[src/rtl/core/wbps_pkg.sv]
// Package for the wildcard byte pattern search unit.
// Holds the payload structs, the shared cell configuration struct and the
// register index codes. No dependencies.
package wbps_pkg;

  localparam int MAX_PATTERN_BYTES = 16;
  localparam int LEN_W             = 5;
  localparam int PAT_IDX_W         = 4;
  localparam int CFG_IDX_W         = 3;
  localparam int CFG_DATA_W        = 64;
  localparam int ADDR_W            = 64;
  localparam int COUNT_W           = 32;

  // Configuration register indexes
  localparam logic [CFG_IDX_W-1:0] REG_PATTERN_LO     = 3'd0;
  localparam logic [CFG_IDX_W-1:0] REG_PATTERN_HI     = 3'd1;
  localparam logic [CFG_IDX_W-1:0] REG_CARE_MASK      = 3'd2;
  localparam logic [CFG_IDX_W-1:0] REG_PATTERN_LENGTH = 3'd3;
  localparam logic [CFG_IDX_W-1:0] REG_REGION_BASE    = 3'd4;

  typedef struct packed {
    logic [7:0] data_byte;
    logic       last_byte;
  } in_item_t;

  typedef struct packed {
    logic              found;
    logic [ADDR_W-1:0] match_address;
  } out_item_t;

  // What every cell needs to judge its own window position.
  typedef struct packed {
    logic [8*MAX_PATTERN_BYTES-1:0] pattern;
    logic [MAX_PATTERN_BYTES-1:0]   care_mask;
    logic [LEN_W-1:0]               eff_len;
  } match_cfg_t;

endpackage

[src/rtl/core/wbps_cell.sv]
// One window cell: holds one byte of the window and compares the byte
// entering it against its pattern byte. Depends on wbps_pkg.
module wbps_cell #(
  parameter int CELL_IDX = 0
) (
  input  logic                clk,
  input  logic                shift_en,
  input  logic [7:0]          byte_in,
  input  wbps_pkg::match_cfg_t cfg,
  output logic [7:0]          byte_out,
  output logic                hit
);
  import wbps_pkg::*;

  logic [7:0] byte_r;

  always_ff @(posedge clk) begin
    if (shift_en) begin
      byte_r <= byte_in;
    end
  end

  assign byte_out = byte_r;

  generate
    if (CELL_IDX < MAX_PATTERN_BYTES) begin : g_cmp
      logic [LEN_W-1:0]     pos;
      logic [PAT_IDX_W-1:0] pidx;

      // Cell k meets pattern byte eff_len-1-k; outside the pattern it passes.
      assign pos  = cfg.eff_len - LEN_W'(CELL_IDX + 1);
      assign pidx = pos[PAT_IDX_W-1:0];
      assign hit  = (cfg.eff_len <= LEN_W'(CELL_IDX)) || !cfg.care_mask[pidx] ||
                    (cfg.pattern[{pidx, 3'b000} +: 8] == byte_in);
    end else begin : g_pass
      assign hit = 1'b1;
    end
  endgenerate

endmodule

[src/rtl/core/wbps_skid.sv]
// Two-entry output buffer (output register plus skid register) for results.
// Depends on wbps_pkg.
module wbps_skid (
  input  logic                clk,
  input  logic                rst_n,
  input  logic                res_valid,
  input  wbps_pkg::out_item_t res_item,
  output logic                full,
  output logic                out_valid,
  input  logic                out_stall,
  output wbps_pkg::out_item_t out_item
);
  import wbps_pkg::*;

  logic      out_valid_r, out_valid_nxt;
  logic      skid_valid_r, skid_valid_nxt;
  out_item_t out_item_r, out_item_nxt;
  out_item_t skid_item_r, skid_item_nxt;
  logic      take;

  assign take = out_valid_r && !out_stall;

  always_comb begin
    out_valid_nxt  = out_valid_r;
    skid_valid_nxt = skid_valid_r;
    out_item_nxt   = out_item_r;
    skid_item_nxt  = skid_item_r;
    priority if (skid_valid_r) begin
      if (take) begin
        out_item_nxt   = skid_item_r;
        skid_valid_nxt = 1'b0;
      end
    end else if (res_valid) begin
      if (!out_valid_r || take) begin
        out_item_nxt  = res_item;
        out_valid_nxt = 1'b1;
      end else begin
        skid_item_nxt  = res_item;
        skid_valid_nxt = 1'b1;
      end
    end else if (take) begin
      out_valid_nxt = 1'b0;
    end else begin
      // Idle: hold both entries.
    end
  end

  always_ff @(posedge clk) begin
    if (!rst_n) begin
      out_valid_r  <= 1'b0;
      skid_valid_r <= 1'b0;
    end else begin
      out_valid_r  <= out_valid_nxt;
      skid_valid_r <= skid_valid_nxt;
    end
    out_item_r  <= out_item_nxt;
    skid_item_r <= skid_item_nxt;
  end

  assign full      = skid_valid_r;
  assign out_valid = out_valid_r;
  assign out_item  = out_item_r;

endmodule

[src/rtl/core/wildcard_byte_pattern_search_unit.sv]
// Wildcard byte pattern search: one byte per cycle unless the output buffer
// is full; the result of the byte that completes a match or ends the region
// is registered in the output buffer. The window compare is spread over a row
// of cells, each checking its own window byte in parallel.
// Reset (synchronous, rst_n low) clears the byte count, match flag and the
// output buffer, and loads register reset values; window bytes are not cleared.
module wildcard_byte_pattern_search_unit #(
  parameter int PATTERN_MAX = 16
) (
  input  logic                                   clk,
  input  logic                                   rst_n,
  input  logic                                   in_valid,
  output logic                                   in_stall,
  input  wbps_pkg::in_item_t                     in_item,
  output logic                                   out_valid,
  input  logic                                   out_stall,
  output wbps_pkg::out_item_t                    out_item,
  input  logic                                   cfg_we,
  input  logic [wbps_pkg::CFG_IDX_W-1:0]         cfg_index,
  input  logic [wbps_pkg::CFG_DATA_W-1:0]        cfg_wdata
);
  import wbps_pkg::*;

  // Longest usable pattern: the window depth or the register width.
  localparam int LEN_CAP = (PATTERN_MAX < MAX_PATTERN_BYTES) ? PATTERN_MAX : MAX_PATTERN_BYTES;

  // Configuration registers
  logic [63:0]                  pattern_lo_r;
  logic [63:0]                  pattern_hi_r;
  logic [MAX_PATTERN_BYTES-1:0] care_mask_r;
  logic [LEN_W-1:0]             pattern_length_r;
  logic [ADDR_W-1:0]            region_base_r;

  // Region state
  logic [COUNT_W-1:0] bytes_seen_r, bytes_seen_nxt;
  logic               matched_r, matched_nxt;

  logic               accept;
  logic               saturated;
  logic               shift_en;
  logic [COUNT_W-1:0] count_new;
  logic [LEN_W-1:0]   eff_len;
  logic               hit_now;
  match_cfg_t         cell_cfg;
  logic [7:0]         chain [PATTERN_MAX];
  logic [PATTERN_MAX-1:0] hit;
  logic               res_valid;
  out_item_t          res_item;
  logic               buf_full;

  // Register writes; indexes beyond the list are dropped.
  always_ff @(posedge clk) begin
    if (!rst_n) begin
      pattern_lo_r     <= '0;
      pattern_hi_r     <= '0;
      care_mask_r      <= '1;
      pattern_length_r <= LEN_W'(1);
      region_base_r    <= '0;
    end else if (cfg_we) begin
      unique case (cfg_index)
        REG_PATTERN_LO:     pattern_lo_r     <= cfg_wdata;
        REG_PATTERN_HI:     pattern_hi_r     <= cfg_wdata;
        REG_CARE_MASK:      care_mask_r      <= cfg_wdata[MAX_PATTERN_BYTES-1:0];
        REG_PATTERN_LENGTH: pattern_length_r <= cfg_wdata[LEN_W-1:0];
        REG_REGION_BASE:    region_base_r    <= cfg_wdata;
        default: ;
      endcase
    end
  end

  // Clamp the length: zero acts as one, too long saturates to the cap.
  always_comb begin
    eff_len = pattern_length_r;
    if (pattern_length_r == '0) begin
      eff_len = LEN_W'(1);
    end else if (pattern_length_r > LEN_W'(LEN_CAP)) begin
      eff_len = LEN_W'(LEN_CAP);
    end
  end

  assign cell_cfg.pattern   = {pattern_hi_r, pattern_lo_r};
  assign cell_cfg.care_mask = care_mask_r;
  assign cell_cfg.eff_len   = eff_len;

  assign accept    = in_valid && !in_stall;
  assign saturated = &bytes_seen_r;
  // Advance the window only while still hunting and the count has room.
  assign shift_en  = accept && !matched_r && !saturated;
  assign count_new = bytes_seen_r + COUNT_W'(1);

  // Row of window cells: cell 0 takes the new byte, each cell hands its
  // byte to the next one on every shift.
  assign chain[0] = in_item.data_byte;

  generate
    for (genvar g = 0; g < PATTERN_MAX; g++) begin : g_cell
      if (g < PATTERN_MAX - 1) begin : g_mid
        wbps_cell #(.CELL_IDX(g)) u_cell (
          .clk      (clk),
          .shift_en (shift_en),
          .byte_in  (chain[g]),
          .cfg      (cell_cfg),
          .byte_out (chain[g+1]),
          .hit      (hit[g])
        );
      end else begin : g_end
        wbps_cell #(.CELL_IDX(g)) u_cell (
          .clk      (clk),
          .shift_en (shift_en),
          .byte_in  (chain[g]),
          .cfg      (cell_cfg),
          .byte_out (),
          .hit      (hit[g])
        );
      end
    end
  endgenerate

  // A match needs a full pattern's worth of bytes from this region.
  assign hit_now = shift_en && (count_new >= COUNT_W'(eff_len)) && (&hit);

  // One transaction per byte at most: a hit, or a miss at the region end.
  assign res_valid = accept && (hit_now || (in_item.last_byte && !matched_r));
  assign res_item.found         = hit_now;
  assign res_item.match_address = hit_now ?
      region_base_r + ADDR_W'(count_new - COUNT_W'(eff_len)) : '0;

  always_comb begin
    bytes_seen_nxt = bytes_seen_r;
    matched_nxt    = matched_r;
    if (accept) begin
      if (in_item.last_byte) begin
        // Drop the region state; registers hold.
        bytes_seen_nxt = '0;
        matched_nxt    = 1'b0;
      end else begin
        if (shift_en) begin
          bytes_seen_nxt = count_new;
        end
        if (hit_now) begin
          matched_nxt = 1'b1;
        end
      end
    end
  end

  always_ff @(posedge clk) begin
    if (!rst_n) begin
      bytes_seen_r <= '0;
      matched_r    <= 1'b0;
    end else begin
      bytes_seen_r <= bytes_seen_nxt;
      matched_r    <= matched_nxt;
    end
  end

  // Output register plus skid entry: input stalls only when both are full.
  wbps_skid u_skid (
    .clk       (clk),
    .rst_n     (rst_n),
    .res_valid (res_valid),
    .res_item  (res_item),
    .full      (buf_full),
    .out_valid (out_valid),
    .out_stall (out_stall),
    .out_item  (out_item)
  );

  assign in_stall = buf_full;

endmodule

[config.mk]
export PLATFORM = sky130hd
export DESIGN_NAME = wildcard_byte_pattern_search_unit
export DESIGN_NICKNAME = d
export VERILOG_FILES = /design/src/rtl/core/wbps_pkg.sv /design/src/rtl/core/wbps_cell.sv /design/src/rtl/core/wbps_skid.sv /design/src/rtl/core/wildcard_byte_pattern_search_unit.sv
export SDC_FILE = /design/constraint.sdc
export NUM_CORES = 1
export LEC_CHECK = 0
export BUFFER_PORTS_ARGS = -buffer_cell sky130_fd_sc_hd__buf_4
export CORE_MARGIN = 4
export CORE_UTILIZATION = 45
export CTS_BUF_LIST = sky130_fd_sc_hd__clkbuf_8
export DETAILED_ROUTE_END_ITERATION = 16
export GPL_ROUTABILITY_DRIVEN = 1
export SLEW_MARGIN = 0
export SYNTH_ARGS = -nofsm -noshare
export SYNTH_HDL_FRONTEND = slang
export SYNTH_SLANG_ARGS = --single-unit
[constraint.sdc]
create_clock -name clk -period 27.1 [get_ports clk]
set_input_delay 8.13 -clock clk [delete_from_list [all_inputs] [get_ports clk]]
set_output_delay 8.13 -clock clk [all_outputs]
set_load 0.005 [all_outputs]
## Word-level counts from Yosys, hierarchy flattened

Index checks and enable logic that the tools add are counted.

- Bits in registers: 498
- Output and inout bits: 67

- Add/sub/neg operators: 19
- Reductions and logical operators: 82
- Shift-type cells: 16
- Magnitude comparators: 34
- Bitwise gates (word level): 2
- Equal/unequal tests: 22
- Muxes and demuxes: 50

Operator list:

| kind | count |
|---|---|
| $shiftx A128 B8 Y8 | 16 |
| $mux W65 | 4 |
| $eq A8 B8 Y1 | 16 |
| $lt A4 B5 Y1 const B | 16 |
| $add A64 B64 Y64 | 1 |
| $bmux W1 S4 | 16 |
| $mux W32 | 2 |
| $mux W64 | 1 |
| $le A5 B4 Y1 const B | 8 |
| $logic_or A1 B1 Y1 | 34 |
| $sub A32 B5 Y33 | 1 |
| $add A32 B1 Y32 const B | 1 |
| $ge A32 B5 Y1 | 1 |
| $reduce_and A32 Y1 | 1 |
| $sub A4 B4 Y4 const B | 8 |
| $mux W1 | 25 |
| $logic_not A1 Y1 | 21 |
| $le A5 B3 Y1 const B | 4 |
| $reduce_and A16 Y1 | 1 |
| $sub A4 B3 Y4 const B | 4 |
| $reduce_and A2 Y1 | 7 |
| $le A5 B1 Y1 const B | 2 |
| $le A5 B2 Y1 const B | 2 |
| $mux W5 | 2 |
| other kinds (14) | 31 |

## Longest topological paths before layout

- Word-level depth: 15
- Gate-level depth with buffers: 29

## Hierarchy

A second synthesis with hierarchy kept.

- Cells, all modules: 4231
- Area total of the unflattened synthesis: 45813.9 µm²

Modules (own cells, without submodules):

| module | times used | cells each | area each (µm²) |
|---|---|---|---|
| wildcard_byte_pattern_search_unit | 1 | 1993 | 15105.7 |
| wbps_skid | 1 | 216 | 4815.9 |
| wbps_cell (g_cell[3].g_mid.u_cell) | 1 | 174 | 1998.2 |
| wbps_cell (g_cell[11].g_mid.u_cell) | 1 | 161 | 1841.8 |
| wbps_cell (g_cell[10].g_mid.u_cell) | 1 | 126 | 1695.4 |
| wbps_cell (g_cell[15].g_end.u_cell) | 1 | 142 | 1654.1 |
| wbps_cell (g_cell[12].g_mid.u_cell) | 1 | 130 | 1650.3 |
| wbps_cell (g_cell[4].g_mid.u_cell) | 1 | 118 | 1636.6 |
| wbps_cell (g_cell[6].g_mid.u_cell) | 1 | 113 | 1599.0 |
| wbps_cell (g_cell[7].g_mid.u_cell) | 1 | 131 | 1582.8 |
| wbps_cell (g_cell[2].g_mid.u_cell) | 1 | 110 | 1542.7 |
| wbps_cell (g_cell[14].g_mid.u_cell) | 1 | 112 | 1541.5 |
| wbps_cell (g_cell[8].g_mid.u_cell) | 1 | 113 | 1540.2 |
| wbps_cell (g_cell[9].g_mid.u_cell) | 1 | 120 | 1526.5 |
| +4 rows | - | - | - |

## Worst setup path after synthesis

No wires, ideal clock.

- Path kind: in2reg
- Start: input in_valid
- End: register u_skid.out_item_r (netlist bit u_skid.out_item[0]) (enable)
- Required time: 26.576 ns
- Path buffers: 3
- Arrival time: 25.214 ns
- Stages: 7
- Path slack: 1.363 ns
- Cell sequence: nor4bb_1 -> o2111ai_1 -> or2_1 -> buf_2 -> buf_6 -> buf_2 -> a32oi_1

- Longest elaborated chain between the ends: 9

RTL lines:

| what | line | RTL |
|---|---|---|
| start: declaration | wildcard_byte_pattern_search_unit.sv:12 | `input logic in_valid,` |
| $logic_and A1 B1 Y1 * | wildcard_byte_pattern_search_unit.sv:85 | `assign accept = in_valid && !in_stall;` |
| $logic_and A1 B1 Y1 (2 in a row) | wildcard_byte_pattern_search_unit.sv:88 | `assign shift_en = accept && !matched_r && !saturated;` |
| $logic_and A1 B1 Y1 (2 in a row) | wildcard_byte_pattern_search_unit.sv:120 | `assign hit_now = shift_en && (count_new >= COUNT_W'(eff_len)) && (&hit);` |
| $logic_or A1 B1 Y1 | wildcard_byte_pattern_search_unit.sv:123 | `assign res_valid = accept && (hit_now \|\| (in_item.last_byte && !matched_r));` |
| $logic_and A1 B1 Y1 * | wildcard_byte_pattern_search_unit.sv:123 |  |
| $reduce_bool A2 Y1 (no source line) * | - |  |
| $reduce_and A3 Y1 (no source line) * | - |  |
| end signal: assignment | wbps_skid.sv:56 | `out_item_r <= out_item_nxt;` |
| end: declaration | wbps_skid.sv:17 | `out_item_t out_item_r, out_item_nxt;` |

Every way passes the cells marked *; elsewhere a longest branch is shown, timed or not.
A chain may end at the register's enable or synchronous reset.

## Worst setup path in the final report

- Start: input in_item[3] in the netlist's numbering
- End: register u_skid.skid_item_r[11] in the netlist's numbering (enable)

- Longest elaborated chain between the ends: 7

RTL lines:

| what | line | RTL |
|---|---|---|
| start: declaration | wildcard_byte_pattern_search_unit.sv:14 | `input wbps_pkg::in_item_t in_item,` |
| $eq A8 B8 Y1 | wbps_cell.sv:34 | `(cfg.pattern[{pidx, 3'b000} +: 8] == byte_in);` |
| $logic_or A1 B1 Y1 | wbps_cell.sv:33 | `assign hit = (cfg.eff_len <= LEN_W'(CELL_IDX)) \|\| !cfg.care_mask[pidx] \|\|` |
| $reduce_and A16 Y1 | wildcard_byte_pattern_search_unit.sv:120 |  |
| $logic_and A1 B1 Y1 | wildcard_byte_pattern_search_unit.sv:120 |  |
| $logic_or A1 B1 Y1 | wildcard_byte_pattern_search_unit.sv:123 |  |
| $logic_and A1 B1 Y1 | wildcard_byte_pattern_search_unit.sv:123 |  |
| $reduce_and A3 Y1 (no source line) | - |  |
| end signal: assignment | wbps_skid.sv:57 | `skid_item_r <= skid_item_nxt;` |
| end: declaration | wbps_skid.sv:18 | `out_item_t skid_item_r, skid_item_nxt;` |

Every way passes these cells.

==> metrics.md <==
| Metric | Value |
|---|---|
| Final Cycle Share | `a little over two fifths` |
| Critical Path Fanout Max | `66` |
| Layout cell share with drive strength beyond 1 | `between 10% and 20%` |
| Worst Hold Class | `reg -> reg` |
| Setup TNS | `0 ns` |
| DR DRC count | `0` |
| DR vias/cell | `~6.2` |
| Setup violations, final | `0` |
| Top FF cell, synth | `edfxtp_1` |
| Synth Register Bits | `498` |
| Total CTS buffers | `90` |
| RePlAce Congestion | `just under 1` |
| Max-cap violations | `0` |
| Hold Buf Count CTS | `0` |
| Worst-case clock buffer depth | `3` |
| Core Footprint | `68950 µm²` |
| Worst reg2reg startpoint | `pattern_length_r[1]` |
| Mean area per synthesized cell | `around 10 µm²` |
| DR vias | `between 20000 and 30000` |
| DIE AREA | `around 74000 µm²` |
| Hold Path Sink | `g_cell[8].g_mid.u_cell.byte_out[4]` |
| Peak VDD IR | `~46 µV` |
| Worst Setup Start Kind | `input port` |
| Worst-margin pin slew | `1.087 ns` |
| Number of synthesized flops with an enable pin | `250` |
| Final wirelength | `106500 µm` |
| Fmax | `about 0.087 GHz` |
| Die Height | `272.3 µm` |
| TritonCTS Sinks | `498` |
| Number of global-route vias before repair | `approximately 25000` |
| Setup ws final | `between 15 and 20 ns` |
| Final Max Tran Viols | `0` |
| Width of the die | `272.3 µm` |
| Worst Min Path Start | `g_cell[7].g_mid.u_cell.byte_out[4]` |
| H-tree Lvls | `3` |
| CP endpoint kind | `flip-flop` |
| Top-count cell post-synth | `nand2_1` |
| WHS Path Cells | `0` |
| Area Overhead vs Synth | `12.11%` |
| End of the worst register-to-register path | `u_skid.skid_item_r[11]` |
| Max_slew headroom | `26.95%` |
| Clock skew | `0.04564 ns` |
| Clk_lat worst skew | `between 0.7 and 0.8 ns` |
| Placement Rows | `96` |
| Buffers on Ports | `about 150` |
| CTS tree | `done` |
| Post-placement setup slack | `around 15 ns` |
| Layout Nets | `~3400` |
| Async S/R FF share, synth | `0%` |
| Power Dens Cells | `around 53 nW/µm²` |
| DRT iter0 DRCs | `3150` |
| Max incr delay on CP | `0.91 ns` |
| Yosys top cell area share | `between 20% and 30%` |
| CTS resizes | `0` |
| Hpwl dp | `around 79000 µm` |
| DR pass1 iterations | `6` |
| Routed wire per std cell | `25.27 µm` |
| Number of warnings issued by yosys | `0` |
| Clock transition at the registers of the reported paths | `~0.060 ns` |
| Yosys cell types | `84` |
| I/O pin cnt | `148` |
| Mapped Area | `31420 µm²` |
| Leading area contributor after synthesis | `edfxtp_1` |
| Initial antenna violation count | `4` |
| Leak | `approximately 13 nW` |
| Crit-path cells | `buf_4, xor2_1, nor4_1, a21oi_1, a2111oi_1, nand4b_1, or2_4, a21oi_4, buf_4` |
| RSZ-0062 raised after global routing | `no` |
| Most used cell, CP | `buf_4` |
| Total power | `1.877 mW` |
| Worst path required time | `between 20 and 30 ns` |
| Largest net degree at the start of global routing | `136` |
| Post-CTS Setup Bufs | `0` |
| Synth cell count leaders | `nand2_1 (579), a21oi_1 (325), edfxtp_1 (250), dfxtp_1 (248), mux4_2 (230)` |
| Antenna-violating nets left | `0` |
| Flop2flop setup slack | `18.76 ns` |
| Final hold vios | `0` |
| Clk Tree Root Cell | `clkbuf_8` |
| Initial Util | `between 40% and 50%` |
| CP max stage cell | `a21oi_4` |
| Critical path class | `in -> reg` |
| Worst hold slack | `~0.45 ns` |
| Arr. time, crit path | `~12 ns` |
| Synthesized netlist cell count | `roughly 3100` |
| Syn_nets | `between 3000 and 4000` |
| Tot GR Track Use | `between 20 and 30%` |
| Number of cells on the worst reg-to-reg path | `16` |
| Sequential fraction of the synthesis area | `around two fifths` |
| Grt ovf | `0` |
| Clock period minus worst slack | `around 12 ns` |
| Global-route wire length before repair | `157400 µm` |
| Status | `finished, final reports clean` |
| Synth area leaders | `edfxtp_1 (24%), mux4_2 (16%), dfxtp_1 (16%)` |
worst max-delay path by stage:
stage | slack, ns | start | to | cells past startpoint
3_3_place_gp | 14.92 | in_item[5] | u_skid.skid_item_r[11] | 9
6_report | 15.60 | in_item[3] | u_skid.skid_item_r[11] | 9
4_1_cts | 15.64 | in_item[3] | u_skid.skid_item_r[1] | 9
5_1_grt | 15.41 | in_item[3] | u_skid.skid_item_r[1] | 9
2_1_floorplan | 1.36 | in_valid | u_skid.out_item[0] | 7
3_5_place_dp | 14.90 | in_item[3] | u_skid.skid_item_r[7] | 9
per-layer routing:
metal  vias to the layer above  wire length, µm  part of all wire (%)  GRT usage [%]
met5                         -               35                 0.033              0
met4                         4             4921                   4.6          10.77
met3                       239            10050                   9.4          6.624
met2                      1319            49670                    47          45.19
met1                     12820            41800                    39          36.70
li1                      11800                -                     -              -
cells in the final DEF (no fill, tap or decap), types with 12 or more instances in the layout:
cell type and instances:
a211oi_1 31, a21o_1 34, a21oi_1 322, a221oi_1 23, a22oi_1 15, a31oi_1 21
and3_1 26, buf_4 185, clkbuf_8 110, dfxtp_1 246, edfxtp_1 250, ha_1 86
inv_1 71, mux2i_1 58, mux4_2 230, nand2_1 578, nand3_1 59, nand3b_1 12
nand4_1 35, nor2_1 198, nor3_1 42, nor4_1 24, o21a_1 13, o21ai_0 142
o21bai_1 19, o32ai_1 14, or3_1 15, xnor2_1 117, xor2_1 111
where the power goes:
group | leakage, nW | total [mW] | internal (mW) | switching [mW]
logic | 7.03 | 0.262 | 0.0967 | 0.165
registers | 4.52 | 0.847 | 0.822 | 0.0252
clock network | 1.07 | 0.768 | 0.434 | 0.334
final cells by class:
| cell class | instances | area, µm² |
|---|---|---|
| antenna | 2 | 5.005 |
| clock buffer | 110 | 1514 |
| clock inverter | 51 | 419.2 |
| fill | 6340 | 33720 |
| inverter | 53 | 206.4 |
| multi-input combinational | 2383 | 18060 |
| sequential | 498 | 12470 |
| tap | 931 | 1165 |
| timing repair buffer | 185 | 1389 |
state kept, by name (all words and copies together), names as in the netlist:
signal,flops
u_skid.full,1
u_skid.out_valid,1
matched_r,1
region_base_r,64
pattern_lo_r,64
bytes_seen_r,32
g_cell.g_mid.u_cell.byte_out,120
pattern_length_r,5
u_skid.skid_item_r,65
care_mask_r,16
pattern_hi_r,64
u_skid.out_item,65
worst max-delay path: cells and delay by family:
| family | cells | cell delay, ns |
|---|---|---|
| and+or+nand+nor | 3 | 1.37 |
| xor gates and xnor gates | 1 | 0.18 |
| AOI/OAI and AO/OA | 3 | 1.40 |
| buffers and inverters | 2 | 0.69 |
cell families after synthesis:
group                    share of synthesized area, %
AND/OR/NAND/NOR                                 14.69
AO/OA/AOI/OAI                                   13.59
XOR/XNOR                                        6.542
adder cells (fa/ha/maj)                         3.592
buffers and inverters                           3.420
multiplexers                                    18.48
flip-flops                                      39.69
stage by stage:
step | area [µm²] | cells | util (%)
after floorplan | 31420 | 3149 | -
after CTS | 35220 | 4211 | 51.09
after global routing | 35230 | 4212 | 51.09
final | 35230 | 4213 | 51.10
after detailed placement | 33290 | 4050 | 48.29
after global placement | 33290 | 4050 | 48.29
No activity file was read; power rests on OpenSTA's default activity.
